**config.mk**
```make
export PLATFORM = sky130hd
export DESIGN_NAME = rail_current_voltage_trip_monitor_top
export DESIGN_NICKNAME = d
export VERILOG_FILES = /design/src/sv/rcvtm_pkg.sv /design/src/sv/rcvtm_step.sv /design/src/sv/rail_current_voltage_trip_monitor_top.sv
export SDC_FILE = /design/constraint.sdc
export NUM_CORES = 1
export LEC_CHECK = 0
export BUFFER_PORTS_ARGS = -buffer_cell sky130_fd_sc_hd__buf_4
export CORE_UTILIZATION = 50
export DETAILED_ROUTE_END_ITERATION = 10
export PLACE_DENSITY = 0.84
export SLEW_MARGIN = 25
export SYNTH_ARGS = -nofsm -noshare
export SYNTH_HDL_FRONTEND = slang
export SYNTH_SLANG_ARGS = --single-unit
export TNS_END_PERCENT = 50
```
**constraint.sdc**
```tcl
create_clock -name clk -period 3.9 [get_ports clk]
set_clock_uncertainty 0.1 [all_clocks]
set_input_delay 0.195 -clock clk [delete_from_list [all_inputs] [get_ports clk]]
set_output_delay 0.195 -clock clk [all_outputs]
set_load 0.02 [all_outputs]
```
**src/sv/rcvtm_pkg.sv**
```systemverilog
// Shared types, constants and register codes for the rail current/voltage trip monitor.
// Used by rcvtm_step and by the top level; depends on nothing else.
package rcvtm_pkg;

    // Field widths.
    localparam int unsigned SAMPLE_W = 16;
    localparam int unsigned EVVAL_W  = 15;
    localparam int unsigned WARM_W   = 4;
    localparam int unsigned IDX_W    = 2;

    // Filter and warmup constants.
    localparam int unsigned FILTER_SHIFT = 3;
    localparam logic [WARM_W-1:0] WARMUP_SAMPLES = WARM_W'(8);
    localparam int unsigned ACC_W = SAMPLE_W + FILTER_SHIFT + 1;

    // Packed stream widths.
    localparam int unsigned IN_DATA_W  = 2 * SAMPLE_W;
    localparam int unsigned OUT_BITS   = 2 * SAMPLE_W + 7 + 2 * EVVAL_W;
    localparam int unsigned OUT_DATA_W = ((OUT_BITS + 7) / 8) * 8;

    // Command codes carried in tuser.
    localparam logic CMD_SAMPLE = 1'b0;
    localparam logic CMD_CLEAR  = 1'b1;

    // Configuration register indexes.
    localparam logic [IDX_W-1:0] REG_CURRENT_LIMIT = 2'd0;
    localparam logic [IDX_W-1:0] REG_UV_CRITICAL   = 2'd1;
    localparam logic [IDX_W-1:0] REG_UV_WARN       = 2'd2;

    // Configuration reset values.
    localparam logic [SAMPLE_W-1:0] CURRENT_LIMIT_RST = 16'd10000;
    localparam logic [SAMPLE_W-1:0] UV_CRITICAL_RST   = 16'd4500;
    localparam logic [SAMPLE_W-1:0] UV_WARN_RST       = 16'd4800;

    typedef struct packed {
        logic [SAMPLE_W-1:0] oc_threshold_ma;
        logic [SAMPLE_W-1:0] uv_critical_mv;
        logic [SAMPLE_W-1:0] uv_warn_mv;
    } cfg_t;

    typedef struct packed {
        logic [SAMPLE_W-1:0] current_filter;
        logic                filter_seeded;
        logic [WARM_W-1:0]   warmup_count;
        logic [SAMPLE_W-1:0] voltage_held;
        logic                oc_trip_latch;
        logic                uv_trip_latch;
        logic                uv_warn_flag;
    } mon_state_t;

    typedef struct packed {
        logic                disable_all;
        logic [EVVAL_W-1:0]  event_voltage_value;
        logic [EVVAL_W-1:0]  event_current_value;
        logic                undervoltage_warn_event;
        logic                undervoltage_trip_event;
        logic                overcurrent_event;
        logic                uv_warning_active;
        logic                undervoltage_latched;
        logic                overcurrent_latched;
        logic [SAMPLE_W-1:0] held_voltage_mv;
        logic [SAMPLE_W-1:0] smoothed_current_ma;
    } result_t;

endpackage

```
**src/sv/rcvtm_step.sv**
```systemverilog
// Per-item update of the monitor: filter, warmup counter, trip latches and warning.
// Purely combinational; uses rcvtm_pkg for the state, config and result structs.
module rcvtm_step
    import rcvtm_pkg::*;
(
    input  cfg_t                cfg,
    input  mon_state_t          state,
    input  logic                cmd,
    input  logic [SAMPLE_W-1:0] current_ma,
    input  logic [SAMPLE_W-1:0] voltage_mv,
    output mon_state_t          state_next,
    output result_t             result
);

    logic [ACC_W-1:0]    acc;
    logic [SAMPLE_W-1:0] filt_upd;
    logic                oc_ev;
    logic                uv_ev;
    logic                warn_ev;

    // Smoothing: ((2^shift - 1) * old + new) >> shift, with the multiply as shift minus old.
    always_comb
    begin
        acc = ({{1{1'b0}}, state.current_filter, {FILTER_SHIFT{1'b0}}})
              - ACC_W'(state.current_filter) + ACC_W'(current_ma);
        filt_upd = acc[FILTER_SHIFT +: SAMPLE_W];
    end

    // State update and trip decisions.
    always_comb
    begin
        state_next = state;
        oc_ev      = 1'b0;
        uv_ev      = 1'b0;
        warn_ev    = 1'b0;
        if (cmd == CMD_CLEAR)
        begin
            state_next.current_filter = '0;
            state_next.filter_seeded  = 1'b0;
            state_next.warmup_count   = '0;
            state_next.oc_trip_latch  = 1'b0;
            state_next.uv_trip_latch  = 1'b0;
        end
        else
        begin
            state_next.current_filter = state.filter_seeded ? filt_upd : current_ma;
            state_next.filter_seeded  = 1'b1;
            state_next.voltage_held   = voltage_mv;
            if (state.warmup_count < WARMUP_SAMPLES)
            begin
                state_next.warmup_count = state.warmup_count + WARM_W'(1);
            end
            else
            begin
                if (!state.oc_trip_latch
                    && (state_next.current_filter > cfg.oc_threshold_ma))
                begin
                    state_next.oc_trip_latch = 1'b1;
                    oc_ev = 1'b1;
                end
                // A voltage below critical with the latch already set falls to the warning test.
                if ((voltage_mv < cfg.uv_critical_mv) && !state.uv_trip_latch)
                begin
                    state_next.uv_trip_latch = 1'b1;
                    uv_ev = 1'b1;
                end
                else if (voltage_mv < cfg.uv_warn_mv)
                begin
                    if (!state.uv_warn_flag)
                    begin
                        state_next.uv_warn_flag = 1'b1;
                        warn_ev = 1'b1;
                    end
                end
                else
                begin
                    state_next.uv_warn_flag = 1'b0;
                end
            end
        end
    end

    // Result item built from the updated state.
    always_comb
    begin
        result.smoothed_current_ma     = state_next.current_filter;
        result.held_voltage_mv         = state_next.voltage_held;
        result.overcurrent_latched     = state_next.oc_trip_latch;
        result.undervoltage_latched    = state_next.uv_trip_latch;
        result.uv_warning_active       = state_next.uv_warn_flag;
        result.overcurrent_event       = oc_ev;
        result.undervoltage_trip_event = uv_ev;
        result.undervoltage_warn_event = warn_ev;
        result.event_current_value     = oc_ev ? state_next.current_filter[EVVAL_W-1:0] : '0;
        result.event_voltage_value     = (uv_ev || warn_ev)
                                         ? state_next.voltage_held[EVVAL_W-1:0] : '0;
        result.disable_all             = oc_ev || uv_ev;
    end

endmodule

```
**src/sv/rail_current_voltage_trip_monitor_top.sv**
```systemverilog
// Top level of the rail current/voltage trip monitor: stream ports, config registers,
// input and result registers. Depends on rcvtm_pkg and rcvtm_step.
//
//   Channel   Signals                                   Direction  Moves
//   s_axis    tvalid tready tdata[31:0] tuser[0]        in         sample pair or clear item
//   m_axis    tvalid tready tdata[71:0]                 out        one result item per input
//   cfg       valid ready index[1:0] data[15:0]         in         register write, always ready
//
// An item passes through the input register and then the result register, and one item is
// taken every cycle while m_axis_tready stays high; the filter and latch update is
// combinational between the two registers.
// Reset clears the control state and loads the register defaults; no sweep is needed.
// A stalled result holds the result register, and the input register still takes one item.
module rail_current_voltage_trip_monitor_top
    import rcvtm_pkg::*;
(
    input  logic                  clk,
    input  logic                  rst_n,
    input  logic                  s_axis_tvalid,
    output logic                  s_axis_tready,
    // current_ma[15:0], voltage_mv[31:16]
    input  logic [IN_DATA_W-1:0]  s_axis_tdata,
    // cmd[0]
    input  logic                  s_axis_tuser,
    output logic                  m_axis_tvalid,
    input  logic                  m_axis_tready,
    // smoothed_current_ma[15:0], held_voltage_mv[31:16], overcurrent_latched[32],
    // undervoltage_latched[33], uv_warning_active[34], overcurrent_event[35],
    // undervoltage_trip_event[36], undervoltage_warn_event[37],
    // event_current_value[52:38], event_voltage_value[67:53], disable_all[68], zeros above
    output logic [OUT_DATA_W-1:0] m_axis_tdata,
    input  logic                  cfg_valid,
    output logic                  cfg_ready,
    input  logic [IDX_W-1:0]      cfg_index,
    input  logic [SAMPLE_W-1:0]   cfg_data
);

    cfg_t                cfg_reg;
    mon_state_t          state_reg;
    mon_state_t          state_next;
    result_t             result_next;
    result_t             result_reg;
    logic                in_valid_reg;
    logic                in_cmd_reg;
    logic [SAMPLE_W-1:0] in_current_reg;
    logic [SAMPLE_W-1:0] in_voltage_reg;
    logic                out_valid_reg;
    logic                advance;

    assign cfg_ready = 1'b1;

    // Configuration registers; unlisted indexes are ignored.
    always_ff @(posedge clk or negedge rst_n)
    begin
        if (!rst_n)
        begin
            cfg_reg.oc_threshold_ma <= CURRENT_LIMIT_RST;
            cfg_reg.uv_critical_mv  <= UV_CRITICAL_RST;
            cfg_reg.uv_warn_mv      <= UV_WARN_RST;
        end
        else if (cfg_valid)
        begin
            unique case (cfg_index)
                REG_CURRENT_LIMIT: cfg_reg.oc_threshold_ma <= cfg_data;
                REG_UV_CRITICAL:   cfg_reg.uv_critical_mv  <= cfg_data;
                REG_UV_WARN:       cfg_reg.uv_warn_mv      <= cfg_data;
                default:           ;
            endcase
        end
    end

    // The held item moves on when the result register is free or being emptied.
    assign advance       = in_valid_reg && (!out_valid_reg || m_axis_tready);
    assign s_axis_tready = !in_valid_reg || advance;

    // Input register valid flag.
    always_ff @(posedge clk or negedge rst_n)
    begin
        if (!rst_n)
        begin
            in_valid_reg <= 1'b0;
        end
        else if (s_axis_tready)
        begin
            in_valid_reg <= s_axis_tvalid;
        end
    end

    // Input register payload.
    always_ff @(posedge clk)
    begin
        if (s_axis_tvalid && s_axis_tready)
        begin
            in_cmd_reg     <= s_axis_tuser;
            in_current_reg <= s_axis_tdata[SAMPLE_W-1:0];
            in_voltage_reg <= s_axis_tdata[IN_DATA_W-1:SAMPLE_W];
        end
    end

    rcvtm_step u_step (
        .cfg        (cfg_reg),
        .state      (state_reg),
        .cmd        (in_cmd_reg),
        .current_ma (in_current_reg),
        .voltage_mv (in_voltage_reg),
        .state_next (state_next),
        .result     (result_next)
    );

    // Monitor state and result valid flag.
    always_ff @(posedge clk or negedge rst_n)
    begin
        if (!rst_n)
        begin
            state_reg     <= '0;
            out_valid_reg <= 1'b0;
        end
        else
        begin
            if (advance)
            begin
                state_reg <= state_next;
            end
            if (advance)
            begin
                out_valid_reg <= 1'b1;
            end
            else if (m_axis_tready)
            begin
                out_valid_reg <= 1'b0;
            end
        end
    end

    // Result register payload.
    always_ff @(posedge clk)
    begin
        if (advance)
        begin
            result_reg <= result_next;
        end
    end

    assign m_axis_tvalid = out_valid_reg;
    assign m_axis_tdata  = {{(OUT_DATA_W - OUT_BITS){1'b0}}, result_reg};

endmodule

```
==> flow_summary.json <==
{
  "finalPower_mw": 11.23,
  "antenna_cells": 0,
  "place_ws_ns": -0.7417,
  "wl_per_cell_microns": 18.71,
  "hold_violations": 0,
  "whs_ns": 0.1727,
  "synth_cells": 881,
  "slowest_delay_ns": 0.52,
  "p_per_area_mw_per_mm2": 846.0,
  "max_cap_viol_count": 0,
  "cts_buffers": 17,
  "synth_edf_count": 102,
  "grt_max_degree": 73,
  "final_core_util": 0.6845,
  "layoutNonFillerInstCount": 1428,
  "crit_chain": "buf_6 > fa_1 > inv_2 > ha_4 > nand4_1 > or2_4 > nor3_4 > a21boi_2 > o311ai_2 > ha_1 > nand2_2 > nor4_4 > buf_4 > a221oi_4 > o211ai_1 > buf_4 > buf_6 > nor3b_4",
  "pwr-share-seq": 0.244,
  "worst_pin_slew_ns": 0.9286,
  "setup_violations": 19,
  "tns_ns": -7.601,
  "syn_to_final_growth_pct": 34.60,
  "ant_nets": 0,
  "netlist.area_leader.share": 0.3105,
  "dieHeight_microns": 142.5,
  "worst-setup-path-type": "reg2reg",
  "synth_compound_area_frac": 0.1228,
  "antenna_found_initial": 0,
  "synth_area_sq_mm": 0.009864,
  "synth_seq_cells": 192,
  "dpl_cell_area_sq_mm": 0.01181,
  "overflow": 0,
  "ios": 131,
  "grt_pass1_vias": 7682,
  "first_pass_iters": 6,
  "gp_congestion": 0.9799,
  "muxShareOfSynthArea": 0.06583,
  "worst_slack_ns": -0.4570,
  "synth_area_per_cell_sq_um": 11.20,
  "worst-path-max-fanout": 5,
  "wl_mm": 26.72,
  "multi_input_area_sq_mm": 0.004229,
  "synthArstFlopShare": 0.4688,
  "grtUsageTotal": 0.2708,
  "dp_hpwl_mm": 18.17,
  "synth_flop_cell": "edfxtp_1",
  "synthTopCellsByCount": "inv_1 (132), edfxtp_1 (102), dfrtp_1 (76)",
  "htreeDepth": 4,
  "start_util": 0.5085,
  "die_x_microns": 142.5,
  "cts_buffer_depth": 2,
  "combinationalPowerShare": 0.595,
  "yosys.area_share.simple": 0.09006,
  "run_status": "finished with violations",
  "ys_warn_count": 0,
  "critPathArrivalTime_ns": 4.55,
  "dieArea_sq_mm": 0.02029,
  "synth-xor-area-share": 0.006215,
  "period_needed_ns": 4.357,
  "clk_pin_slew_ns": 0.08,
  "coreArea_sq_mm": 0.01940,
  "grt_setup_unrepaired": "yes",
  "crit_path_start_kind": "flop",
  "port_buffers": 126,
  "synthAdderAreaFrac": 0.1088,
  "endpoint_kind": "flop",
  "drc": 0,
  "p_sw_mw": 4.675,
  "finalCritPeriodShare": 1.117,
  "synth_top_family_by_area": "compound AO/OA/AOI/OAI gates",
  "synth.distinct_cells": 70,
  "critical-path-top-delay-family": "adder cells",
  "r2r_setup_slack_ns": -0.46,
  "via_per_inst": 5.518,
  "synth_most_common_cell": "inv_1",
  "hold_class": "in2reg",
  "ir_drop_uv": 464.3,
  "leakagePower_nw": 6.049,
  "vias": 7880,
  "grt_first_pass_wirelength_mm": 40.84,
  "critical_path_buf_inv_count": 5,
  "n_fill_cell": 1373,
  "finalInstanceArea_sq_mm": 0.01328,
  "clockRootBuffer": "clkbuf_16",
  "synth_top_cell_by_area": "edfxtp_1",
  "nets": 1284,
  "largest_reg_flops": 69,
  "drive_gt1_frac": 0.3285,
  "placed_cells": 1332,
  "p_int_mw": 6.557,
  "cts.sink_count": 192,
  "violations": "setup timing",
  "core.rowCount": 51,
  "cts_tree": "yes",
  "synth_area_leaders": "edfxtp_1 (31%), dfrtp_1 (19%), ha_1 (8.2%)",
  "crit_slowest_cell": "fa_1",
  "p_sw_frac": 0.4162,
  "synth-seq-area-share": 0.5406,
  "drtIter0Drc": 765,
  "relSlewSlack": 0.3790,
  "power.share.clock": 0.161,
  "clock.fmax_ghz": 0.2295,
  "insertion_delay_ns": 0.46,
  "seq_area_sq_mm": 0.005334,
  "crit_required_ns": 4.10,
  "final_max_slew_viol_count": 0
}
[power by group through the flow]
stage | Clock [mW] | Combinational, mW | Sequential [mW]
2_1_floorplan | 0 | 3.27 | 2.88
3_3_place_gp | 0 | 5.75 | 2.76
3_5_place_dp | 0 | 5.82 | 2.78
4_1_cts | 1.81 | 6.15 | 2.74
5_1_grt | 1.89 | 7.21 | 2.78
6_report | 1.81 | 6.69 | 2.74
[metal layers]
layer  GRT usage  vias up  part of all wire
met3     0.04744       70             0.076
met4      0.1245        0             0.035
met1      0.3519     3822              0.41
met2      0.4430      373              0.48
met5           0        -                 0
li1            -     3615                 -
[tightest hold or removal path: stages]
cell and delay, ns:
buf_4 0.10, nor3b_2 0.04, buf_4 0.21, nand2_1 0.09, o21ai_0 0.07
[worst paths after layout]
| kind | startpoint | depth (start not counted) | to |
|---|---|---|---|
| min in group asynchronous | rst_n | 2 | cfg_reg[16]$_DFFE_PN0P_ |
| hold / removal | cfg_index[1] | 5 | cfg_reg[42]$_DFFE_PN1P_ |
| hold reg to reg | state_reg[16]$_DFFE_PN0P_ | 2 | state_reg[16]$_DFFE_PN0P_ |
| max in group asynchronous | rst_n | 3 | cfg_reg[45]$_DFFE_PN1P_ |
| setup / recovery | state_reg[33]$_DFFE_PN0P_ | 18 | m_axis_tdata[43]$_SDFFCE_PN0P_ |
| setup reg to reg | state_reg[33]$_DFFE_PN0P_ | 18 | m_axis_tdata[43]$_SDFFCE_PN0P_ |
[kinds of logic (layout without fill, tap and decap cells)]
group / count (synthesis) / after routing
flip-flops: 192 / 192
adder cells (fa/ha/maj): 78 / 78
XOR/XNOR: 7 / 7
AO/OA/AOI/OAI: 190 / 190
AND/OR/NAND/NOR: 187 / 187
other: 2 / 4
multiplexers: 60 / 60
buffers and inverters: 165 / 445
[repair_timing]
item,in CTS,in global routing
gates resized for setup,24,33
hold buffers,53,0
endpoints found under the setup margin,19,19
gates cloned,1,0
pin swaps,11,13
endpoints found under the hold margin,143,0
setup buffers,7,3
[cell usage in the layout, fill, tap and decap left out, drive strengths merged, types with 13 or more instances in the layout]
master and n:
a21oi 61, buf 227, fa 13, clkbuf 17, o21ai 52, ha 65, dlygate4sd3 53, inv 141
dfstp 14, nand2 73, nor2 41, dfrtp 76, nor3 14, mux2i 21, mux2 39, edfxtp 102
[area by class of cell]
| class | count | share of cell area |
|---|---|---|
| tap | 265 | 0.02497 |
| sequential | 192 | 0.4017 |
| multi-input combinational | 526 | 0.3185 |
| clock inverter | 15 | 0.01508 |
| timing repair buffer | 280 | 0.1700 |
| clock buffer | 17 | 0.03204 |
| inverter | 133 | 0.03769 |
No activity file was read; power rests on OpenSTA's default activity.
